--- src/design/triangle_plane_clipper_unit_defines.svh ---
// assertion macros shared by the triangle plane clipper
// no dependencies; taken in by the top level with an include
`ifndef TRIANGLE_PLANE_CLIPPER_UNIT_DEFINES_SVH
`define TRIANGLE_PLANE_CLIPPER_UNIT_DEFINES_SVH

// same-cycle implication, checked out of reset
`define TPC_ASSERT_NOW(lbl, clk, rst_n, ante, cons) \
	lbl: assert property (@(posedge clk) disable iff (!rst_n) (ante) |-> (cons)) \
		else $error("tpc check failed");

// next-cycle implication, checked out of reset
`define TPC_ASSERT_NEXT(lbl, clk, rst_n, ante, cons) \
	lbl: assert property (@(posedge clk) disable iff (!rst_n) (ante) |=> (cons)) \
		else $error("tpc check failed");

`endif

--- src/design/tpc_pkg.sv ---
// shared constants and types for the triangle plane clipper
// no dependencies
package tpc_pkg;

	localparam int COORD_WIDTH_DEF = 32;
	localparam int CFG_IDX_W = 3;
	localparam int NORMAL_Y_RESET = 65536;

	typedef enum logic [CFG_IDX_W-1:0] {
		REG_PP_X = 3'd0,
		REG_PP_Y = 3'd1,
		REG_PP_Z = 3'd2,
		REG_N_X  = 3'd3,
		REG_N_Y  = 3'd4,
		REG_N_Z  = 3'd5
	} cfg_reg_t;

	// control that travels with each item: valid and count of inside vertices
	typedef struct packed {
		logic       valid;
		logic [1:0] n_in;
	} stage_ctl_t;

endpackage

--- src/design/tpc_ifs.sv ---


interface tpc_out_if #(parameter int W = tpc_pkg::COORD_WIDTH_DEF);
	logic valid;
	logic ready;
	logic signed [W-1:0] out_a_x, out_a_y, out_a_z;
	logic signed [W-1:0] out_b_x, out_b_y, out_b_z;
	logic signed [W-1:0] out_c_x, out_c_y, out_c_z;
	logic last_of_run;
	modport source(output valid, out_a_x, out_a_y, out_a_z, out_b_x, out_b_y, out_b_z,
		out_c_x, out_c_y, out_c_z, last_of_run, input ready);
	modport sink(input valid, out_a_x, out_a_y, out_a_z, out_b_x, out_b_y, out_b_z,
		out_c_x, out_c_y, out_c_z, last_of_run, output ready);
endinterface

--- src/design/tpc_outbuf.sv ---
// result buffer: builds up to two triangles per item and sends them in order
// depends on tpc_pkg and tpc_out_if
module tpc_outbuf #(
	parameter int W = tpc_pkg::COORD_WIDTH_DEF
) (
	input  logic                clk,
	input  logic                arst_n,
	input  logic                load,
	input  logic [1:0]          n_in,
	input  logic signed [W-1:0] p [3][3],
	input  logic signed [W-1:0] c0 [3],
	input  logic signed [W-1:0] c1 [3],
	output logic                can_take,
	tpc_out_if.source           out_ch
);
	logic [1:0]          cnt_q;
	logic                last0_q;
	logic signed [W-1:0] tri0_q [3][3];
	logic signed [W-1:0] tri1_q [3][3];
	logic                pop;

	assign pop      = out_ch.valid && out_ch.ready;
	assign can_take = (cnt_q == 2'd0) || (cnt_q == 2'd1 && out_ch.ready);

	always_ff @(posedge clk or negedge arst_n) begin
		if (!arst_n) begin
			cnt_q <= 2'd0;
		end else if (load) begin
			case (n_in)
				2'd0: cnt_q <= 2'd0;
				2'd2: cnt_q <= 2'd2;
				default: cnt_q <= 2'd1;
			endcase
		end else if (pop) begin
			cnt_q <= cnt_q - 2'd1;
		end
	end

	always_ff @(posedge clk) begin
		if (load) begin
			last0_q <= (n_in != 2'd2);
			tri0_q[0] <= p[0];
			case (n_in)
				2'd3: begin
					tri0_q[1] <= p[1];
					tri0_q[2] <= p[2];
				end
				2'd2: begin
					tri0_q[1] <= p[1];
					tri0_q[2] <= c0;
				end
				default: begin
					tri0_q[1] <= c0;
					tri0_q[2] <= c1;
				end
			endcase
			tri1_q[0] <= p[1];
			tri1_q[1] <= c0;
			tri1_q[2] <= c1;
		end else if (pop && cnt_q == 2'd2) begin
			last0_q <= 1'b1;
			tri0_q  <= tri1_q;
		end
	end

	assign out_ch.valid       = cnt_q != 2'd0;
	assign out_ch.last_of_run = last0_q;
	assign out_ch.out_a_x     = tri0_q[0][0];
	assign out_ch.out_a_y     = tri0_q[0][1];
	assign out_ch.out_a_z     = tri0_q[0][2];
	assign out_ch.out_b_x     = tri0_q[1][0];
	assign out_ch.out_b_y     = tri0_q[1][1];
	assign out_ch.out_b_z     = tri0_q[1][2];
	assign out_ch.out_c_x     = tri0_q[2][0];
	assign out_ch.out_c_y     = tri0_q[2][1];
	assign out_ch.out_c_z     = tri0_q[2][2];

endmodule

--- src/flat_wrapper.sv ---
// flat-port wrapper written by rule: the top's interface ports become plain ports
module tpc_outbuf_flat 
#(
	parameter int W = tpc_pkg::COORD_WIDTH_DEF
)
  (clk, arst_n, load, n_in, p, c0, c1, can_take, out_ch_valid, out_ch_out_a_x, out_ch_out_a_y, out_ch_out_a_z, out_ch_out_b_x, out_ch_out_b_y, out_ch_out_b_z, out_ch_out_c_x, out_ch_out_c_y, out_ch_out_c_z, out_ch_last_of_run, out_ch_ready);
  tpc_out_if #(.W(W)) out_ch_i ();
  input  logic clk;
  input  logic arst_n;
  input  logic load;
  input  logic [1:0] n_in;
  input  logic signed [W-1:0] p[3][3];
  input  logic signed [W-1:0] c0[3];
  input  logic signed [W-1:0] c1[3];
  output logic can_take;
  output wire logic [$bits(out_ch_i.valid)-1:0] out_ch_valid;
  output wire logic [$bits(out_ch_i.out_a_x)-1:0] out_ch_out_a_x;
  output wire logic [$bits(out_ch_i.out_a_y)-1:0] out_ch_out_a_y;
  output wire logic [$bits(out_ch_i.out_a_z)-1:0] out_ch_out_a_z;
  output wire logic [$bits(out_ch_i.out_b_x)-1:0] out_ch_out_b_x;
  output wire logic [$bits(out_ch_i.out_b_y)-1:0] out_ch_out_b_y;
  output wire logic [$bits(out_ch_i.out_b_z)-1:0] out_ch_out_b_z;
  output wire logic [$bits(out_ch_i.out_c_x)-1:0] out_ch_out_c_x;
  output wire logic [$bits(out_ch_i.out_c_y)-1:0] out_ch_out_c_y;
  output wire logic [$bits(out_ch_i.out_c_z)-1:0] out_ch_out_c_z;
  output wire logic [$bits(out_ch_i.last_of_run)-1:0] out_ch_last_of_run;
  input wire logic [$bits(out_ch_i.ready)-1:0] out_ch_ready;
  assign out_ch_valid = out_ch_i.valid;
  assign out_ch_out_a_x = out_ch_i.out_a_x;
  assign out_ch_out_a_y = out_ch_i.out_a_y;
  assign out_ch_out_a_z = out_ch_i.out_a_z;
  assign out_ch_out_b_x = out_ch_i.out_b_x;
  assign out_ch_out_b_y = out_ch_i.out_b_y;
  assign out_ch_out_b_z = out_ch_i.out_b_z;
  assign out_ch_out_c_x = out_ch_i.out_c_x;
  assign out_ch_out_c_y = out_ch_i.out_c_y;
  assign out_ch_out_c_z = out_ch_i.out_c_z;
  assign out_ch_last_of_run = out_ch_i.last_of_run;
  assign out_ch_i.ready = out_ch_ready;
  tpc_outbuf #(.W(W)) u_core (.clk(clk), .arst_n(arst_n), .load(load), .n_in(n_in), .p(p), .c0(c0), .c1(c1), .can_take(can_take), .out_ch(out_ch_i));
endmodule
--- config.mk ---
export PLATFORM = sky130hd
export DESIGN_NAME = tpc_outbuf_flat
export DESIGN_NICKNAME = d
export VERILOG_FILES = /design/src/design/triangle_plane_clipper_unit_defines.svh /design/src/design/tpc_pkg.sv /design/src/design/tpc_ifs.sv /design/src/design/tpc_outbuf.sv /design/src/flat_wrapper.sv
export SDC_FILE = /design/constraint.sdc
export NUM_CORES = 1
export LEC_CHECK = 0
export BUFFER_PORTS_ARGS = -buffer_cell sky130_fd_sc_hd__buf_2
export CAP_MARGIN = 20
export CORE_MARGIN = 5
export CORE_UTILIZATION = 25
export DETAILED_ROUTE_END_ITERATION = 10
export SYNTH_ARGS = -nofsm -noshare
export SYNTH_HDL_FRONTEND = slang
export SYNTH_SLANG_ARGS = --single-unit
--- constraint.sdc ---
create_clock -name clk -period 8.5 [get_ports clk]
set_clock_uncertainty 0.05 [all_clocks]
set_input_delay 0.425 -clock clk [delete_from_list [all_inputs] [get_ports clk]]
set_output_delay 0.425 -clock clk [all_outputs]
set_load 0.1 [all_outputs]
### Word level (Yosys, flattened, before mapping)

Index checks and enable logic that the tools add are counted.

| operators by class | value |
|---|---|
| $add $sub $neg | 1 |
| eq/ne operators | 5 |
| multiplexer cells | 8 |
| reductions and logical operators | 9 |

Operators by type and width:

| operator | count |
|---|---|
| $mux 288 | 2 |
| $pmux 192 s2 | 1 |
| $eq 2x2->1 const B | 3 |
| $reduce_bool 2->1 | 3 |
| $logic_not 2->1 | 2 |
| $mux 2 | 2 |
| $pmux 2 s2 | 1 |
| $logic_and 1x1->1 | 3 |
| $eq 2x1->1 const B | 1 |
| $mux 1 | 2 |
| $ne 2x2->1 const B | 1 |
| $sub 2x1->2 const B | 1 |
| $logic_or 1x1->1 | 1 |

| word-level totals | value |
|---|---|
| register bits after elaboration | 579 |
| input port bits | 486 |
| output and inout port bits | 291 |
| word-level logic and storage cells | 43 |

### Depth between registers and ports, before layout

Gate-level depths: netlist of run 1.

| logic depth | value |
|---|---|
| depth after elaboration | 5 |
| mapped depth | 6 |
| depth with buffers taken out | 4 |

### Worst setup path after synthesis of run 1

Ideal clock, no wire load.

| timing path | value |
|---|---|
| kind | input -> register |
| start | input port load |
| end | register u_core.last0_q, in the netlist u_core.out_ch.last_of_run, enable pin |
| setup time | 0.651 ns |
| arrival | 6.843 ns |
| required time | 7.799 ns |
| slack | 0.957 ns |
| stages on the path | 4 |
| path buffers | 3 |
| cell sequence | buf_2 buf_2 clkbuf_1 a21o_1 |

| between the ends | value |
|---|---|
| word-level cells in the longest chain between the ends | 1 |

RTL lines:

| item | line | source |
|---|---|---|
| start: declaration | flat_wrapper.sv:10 | `input logic load;` |
| $reduce_bool 2->1 (no line) | -- |  |
| end signal: assignment | tpc_outbuf.sv:41 | `last0_q <= (n_in != 2'd2);` |
| end: declaration | tpc_outbuf.sv:17 | `logic last0_q;` |

Every way passes these cells.
A chain may end at the register's enable or synchronous reset.

### Final worst setup path of run 1

| timing path | value |
|---|---|
| start | register u_core.cnt_q[0] |
| end | register u_core.tri0_q (netlist bit u_core.out_ch.out_b_y[15]), enable pin |

| between the ends | value |
|---|---|
| word-level cells in the longest chain between the ends | 4 |
| elaborated cells between the ends (all ways) | 5 |
| those cells by class | eq/ne (1); reduce/logical (4) |

RTL lines:

| item | line | source |
|---|---|---|
| start: declaration | tpc_outbuf.sv:16 | `logic [1:0] cnt_q;` |
| start signal: assignment | tpc_outbuf.sv:35 | `cnt_q <= cnt_q - 2'd1;` |
| $reduce_bool 2->1 | tpc_outbuf.sv:66 | `assign out_ch.valid = cnt_q != 2'd0;` |
| $logic_and 1x1->1 | tpc_outbuf.sv:22 | `assign pop = out_ch.valid && out_ch.ready;` |
| $logic_and 1x1->1 * | tpc_outbuf.sv:60 | `end else if (pop && cnt_q == 2'd2) begin` |
| $reduce_bool 2->1 (no line) * | -- |  |
| end signal: assignment | tpc_outbuf.sv:62 | `tri0_q <= tri1_q;` |
| end: declaration | tpc_outbuf.sv:18 | `logic signed [W-1:0] tri0_q [3][3];` |

Every way passes the cells marked *; elsewhere a longest branch is shown, timed or not.

==> results of run 1 <==
==> per-stage QoR <==
stage	cells	worst slack, ps	hold slack (ps)
global placement	3317	4850	164
global route	3758	5330	19.9
CTS	3751	5460	1.72
finish	3763	5510	58.3
detailed placement	3317	4810	163
floorplan	1359	957	79.4
==> placed cells by master, fill, tap and decap left out, types with 4 or more instances in the layout <==
master,count
buf_2,773
buf_12,4
clkbuf_16,70
mux2i_1,96
diode_2,12
inv_1,4
edfxtp_1,577
clkinv_1,13
bufinv_16,4
nor2b_1,97
clkinv_2,10
clkbuf_1,18
nor2_1,97
a221o_1,96
a21oi_1,96
dlygate4sd3_1,312
mux2_2,192
buf_4,12
==> worst max-delay path, stage by stage, from the launching register on <==
cell and delay (ps):
dfrtp_1 370, inv_1 80, ha_1 240, nor2b_1 210
a21o_4 760, buf_12 470
==> how the worst max path moves through the flow <==
stage / startpoint / end / depth (start not counted) / slack (ps)
2_1_floorplan: load / u_core.out_ch.last_of_run / 4 / 960
3_3_place_gp: load / u_core.out_ch.out_a_x[5] / 4 / 4850
3_5_place_dp: load / u_core.out_ch.out_b_y[17] / 4 / 4810
4_1_cts: u_core.cnt_q[0] / u_core.out_ch.out_a_y[23] / 5 / 5460
5_1_grt: u_core.cnt_q[0] / u_core.out_ch.out_b_y[24] / 5 / 5330
6_report: u_core.cnt_q[0] / u_core.out_ch.out_b_y[15] / 5 / 5510
==> cell type report <==
class | count | share of cell area (%)
timing repair buffer | 1103 | 21.2
clock buffer | 88 | 5.36
sequential | 579 | 51.1
multi-input combinational | 689 | 16.7
clock inverter | 34 | 0.884
inverter | 4 | 0.0442
tap | 1254 | 4.62
antenna | 12 | 0.0884
==> routing by layer <==
| layer | part of all wire [%] | GRT usage (%) |
|---|---|---|
| met5 | 0.054 | 0 |
| met4 | 2.7 | 4.88 |
| met3 | 7.1 | 3.91 |
| met2 | 49 | 25.2 |
| met1 | 41 | 18.8 |
==> logic make-up after synthesis <==
family	count (synthesis)
AND/OR/NAND/NOR	203
adder cells (fa/ha/maj)	3
AO/OA/AOI/OAI	195
buffers and inverters	91
flip-flops	579
multiplexers	288
==> where the power goes <==
| part | leakage, nW | internal (mW) | total (mW) | switching (mW) |
|---|---|---|---|---|
| logic | 6.69 | 0.425 | 1.75 | 1.32 |
| registers | 5.68 | 3.44 | 3.51 | 0.0685 |
| clock network | 1.03 | 1.64 | 2.82 | 1.18 |
| total | 13.4 | 5.50 | 8.08 | 2.57 |
==> timing repair <==
action | CTS | global route
hold endpoints to repair | 314 | 0
gates resized for setup | 0 | 0
hold buffers | 312 | 0
==> impl_metrics.json, run 1 <==
{
  "run_status": "completed",
  "syn_inst": 1359,
  "regMostFlops": "u_core.tri1_q",
  "power_density_nw_per_um2": 238,
  "synth_area_leaders": "edfxtp_1 74%, mux2_2 9.2%, a221o_1 4.1%",
  "routabilityCongestion": 0.861,
  "r2r_end": "u_core.out_ch.out_b_y[15]",
  "largest_register_ffs": 288,
  "synthSimpleGateAreaFrac_pct": 4.39,
  "final-hold-violation-count": 0,
  "fmax_ghz": 0.334,
  "dp_hpwl_um": 55800,
  "synth.avg_cell_area_sq_um": 17.3,
  "ant_nets": 0,
  "grtUsageTotal_pct": 14.9,
  "overflow": 0,
  "synth_top_family_by_area": "multiplexers",
  "ys.flop_type": "edfxtp_1",
  "cts_buffers": 69,
  "die_w_um": 317,
  "yosysWarnings": 0,
  "vias_per_cell": 4.41,
  "tns_ps": 0,
  "min_from": "p[262]",
  "rows": 112,
  "critPathCaptureType": "flip-flop",
  "drive_gt1_share_pct": 43.2,
  "clk_pin_slew_ps": 60,
  "first_global_vias": 16900,
  "crit_type": "flip-flop to flip-flop",
  "clk_root_buffer_cell": "clkbuf_16",
  "cts_tree": "done",
  "seq_area_sq_um": 17400,
  "maxCapViolCount": 0,
  "syn_area_sq_um": 23500,
  "syn-num-nets": 1848,
  "r2r_setup_slack_ps": 5510,
  "clock_sinks": 579,
  "synth-compound-area-share_pct": 6.23,
  "yosysTopAreaCell": "edfxtp_1",
  "finalCritPeriodShare_pct": 35.2,
  "ys_ff_latch": 579,
  "yosysMostFrequentCell": "edfxtp_1",
  "post-route-drc-count": 0,
  "tightestPinTransition_ps": 1110,
  "fin_area_sq_um": 34000,
  "relSlewSlack_pct": 26.3,
  "initialDrtViolationCount": 1213,
  "num-nets-final": 2935,
  "hold_end": "u_core.out_ch.out_a_x[6]",
  "r2r_cells": 5,
  "synthXorXnorAreaFrac_pct": 0,
  "fillers": 8933,
  "ioPinCount": 777,
  "synthTopCellsByCount": "577 x edfxtp_1, 192 x mux2_2, 98 x nor2b_1",
  "hold_depth": 2,
  "fin_util_pct": 36.4,
  "io_buffers": 776,
  "cellLeakagePower_nw": 13.4,
  "clk_latency_ps": 620,
  "setup_violations": 0,
  "totalWireLength_um": 80200,
  "async_flop_share_pct": 0.345,
  "dr.pass1.iters": 7,
  "synthMuxAreaShare_pct": 13.3,
  "synthAdderAreaFrac_pct": 0.160,
  "synth_top_area_share_pct": 73.7,
  "fp.coreArea_sq_um": 93300,
  "yosysUniqueCellTypes": 24,
  "yosysSeqAreaShare_pct": 73.9,
  "critical_path_required_ps": 8670,
  "worstSetupStartpointType": "flip-flop",
  "antenna_found_initial": 16,
  "final.min_clock_period_ps": 2990,
  "htree_num_levels": 3,
  "multi_input_area_sq_um": 5670,
  "post_dp_cell_area_sq_um": 28700,
  "crit_fanout": 134,
  "grt_max_degree": 161,
  "grt_pass1_wl_um": 112000,
  "maxSlewViolCount": 0,
  "wl_per_cell_um": 21.3,
  "synth-edff-count": 577,
  "hold_path_class": "input port to flip-flop",
  "ir_worst_vdd_uv": 167,
  "area_growth_pct": 44.5,
  "worstPathArrival_ps": 3160,
  "p_total_mw": 8.08,
  "die_y_um": 317,
  "rr_startpoint": "u_core.cnt_q[0]",
  "vias": 16600,
  "dieArea_sq_um": 100000,
  "cts_setup_buffers": 0,
  "initial_core_util_pct": 25.2,
  "cts_buffer_depth": 3,
  "rsz0062_at_grt": "no"
}
Power figures use the tool's default switching activity.
==> run 2: changes to the inputs <==
==> constraint.sdc (replaced) <==
create_clock -name clk -period 3.1 [get_ports clk]
set_clock_uncertainty 0.05 [all_clocks]
set_input_delay 0.155 -clock clk [delete_from_list [all_inputs] [get_ports clk]]
set_output_delay 0.155 -clock clk [all_outputs]
set_load 0.1 [all_outputs]
==> impl_metrics.json, run 2 (synthesis gave the netlist of run 1 again) <==
{
  "run_status": "completed",
  "initialDrtViolationCount": 1317,
  "fin_util_pct": 38.6,
  "clock_sinks": 579,
  "antenna_found_initial": 9,
  "relSlewSlack_pct": 50.7,
  "overflow": 0,
  "final.min_clock_period_ps": 2120,
  "cts_buffers": 67,
  "grt_pass1_wl_um": 119000,
  "maxSlewViolCount": 0,
  "cpPeakStageDelay_ps": 470,
  "dr.pass1.iters": 5,
  "worstPathArrival_ps": 1920,
  "critPathSlowestCell": "buf_2",
  "rows": 112,
  "ctsHoldBuffers": 484,
  "htree_num_levels": 3,
  "crit_chain": "inv_2 -> ha_4 -> inv_1 -> nand2_1 -> buf_2",
  "cp_top_family": "buffers and inverters",
  "hold_ws_ps": 180,
  "layout_commonest_cell": "buf_2",
  "critPathCaptureType": "output port",
  "fmax_ghz": 0.471,
  "cts_buffer_depth": 3,
  "cts_resized": 0,
  "die_w_um": 317,
  "clk_root_buffer_cell": "clkbuf_16",
  "final-hold-violation-count": 0,
  "crit_fanout": 5,
  "ir_worst_vdd_uv": 385,
  "totalWireLength_um": 83900,
  "cellLeakagePower_nw": 14.3,
  "ioPinCount": 777,
  "final_cell_mix": "773 x buf_2, 577 x edfxtp_1, 484 x dlygate4sd3_1",
  "fp.coreArea_sq_um": 93300,
  "cts_setup_buffers": 0,
  "finalCritPeriodShare_pct": 68.5,
  "cts_tree": "done",
  "drive_gt1_share_pct": 41.0,
  "vias": 17600,
  "hold_path_class": "input port to flip-flop",
  "critical_path_required_ps": 2890,
  "clk_pin_slew_ps": 60,
  "dieArea_sq_um": 100000,
  "setup_ws_ps": 976,
  "setup_violations": 0,
  "first_global_vias": 18500,
  "regMostFlops": "u_core.tri1_q",
  "die_y_um": 317,
  "clk_latency_ps": 610,
  "grt_max_degree": 113,
  "area_growth_pct": 53.2,
  "routabilityCongestion": 0.882,
  "post-route-drc-count": 0,
  "place_ws_ps": 1050,
  "timing.critical_path.buf_inv": 3,
  "io_buffers": 776,
  "grtUsageTotal_pct": 15.7,
  "initial_core_util_pct": 25.2,
  "vias_per_cell": 4.47,
  "tightestPinTransition_ps": 739,
  "ant_nets": 0,
  "worstSetupStartpointType": "flip-flop",
  "largest_register_ffs": 288,
  "num-nets-final": 3127,
  "rsz0062_at_grt": "no",
  "crit_type": "flip-flop to output port",
  "wl_per_cell_um": 21.2,
  "power_density_nw_per_um2": 622,
  "maxCapViolCount": 0,
  "dp_hpwl_um": 56700
}
## run 2: changes by cell type in the layout (fill, tap and decap cells not counted), moves of 2 or more
cell | before | now
diode_2 | 12 | 6
clkinv_1 | 13 | 17
inv_2 | 0 | 2
dlygate4sd3_1 | 312 | 484
buf_4 | 12 | 21
inv_1 | 4 | 2
clkbuf_1 | 18 | 13
buf_12 | 4 | 17
clkinv_2 | 10 | 7
inv_6 | 2 | 4
## run 2: path summary, 6_finish.rpt
check / startpoint / end / slack, ps / cells past startpoint
worst max-delay path: u_core.cnt_q[0] / can_take / 980 / 5
worst min-delay path: n_in[1] / u_core.out_ch.out_b_y[25] / 180 / 3
worst max register to register: u_core.cnt_q[0] / u_core.out_ch.out_a_y[2] / 1130 / 6
worst min register to register: u_core.tri1_q[224] / u_core.out_ch.out_a_y[0] / 500 / 1
max in group asynchronous: arst_n / u_core.cnt_q[0] / 2380 / 3
min in group asynchronous: arst_n / u_core.cnt_q[1] / 490 / 3
## run 2: area by class of cell
| class | count | area, sq um |
|---|---|---|
| timing repair buffer | 1297 | 9240 |
| multi-input combinational | 689 | 5690 |
| clock inverter | 38 | 344 |
| tap | 1254 | 1570 |
| clock buffer | 82 | 1780 |
| antenna | 6 | 15.0 |
| inverter | 4 | 15.0 |
| fill | 8651 | 57300 |
| sequential | 579 | 17400 |
## run 2: worst min-delay path, delay by kind of cell
| kind | cells | cell delay, ps |
|---|---|---|
| multiplexers | 1 | 190 |
| buffers and inverters | 1 | 240 |
| AO/OA/AOI/OAI | 1 | 130 |
## run 2: through the flow
stage	setup TNS [ps]	cell area [sq um]	total power [mW]	instances
final	0	36000	22.4	3949
after CTS	0	36000	22.6	3943
after detailed placement	0	29000	14.3	3339
after floorplan	-1760	23500	13.1	1359
after global routing	0	36000	23.2	3945
after global placement	0	29000	14.3	3339
## run 2: report_power, final
group | leakage, nW | total, mW | internal [mW] | switching (mW)
Combinational | 7.58 | 5.05 | 1.36 | 3.69
Clock | 1.03 | 7.76 | 4.51 | 3.25
Sequential | 5.68 | 9.61 | 9.42 | 0.187
Total | 14.3 | 22.4 | 15.3 | 7.13
## run 2: layer usage
metal  GRT usage, %  share of wire [%]
met5              0              0.025
met4           6.79                3.7
met3           3.73                7.3
met2           26.8                 50
met1           19.1                 39
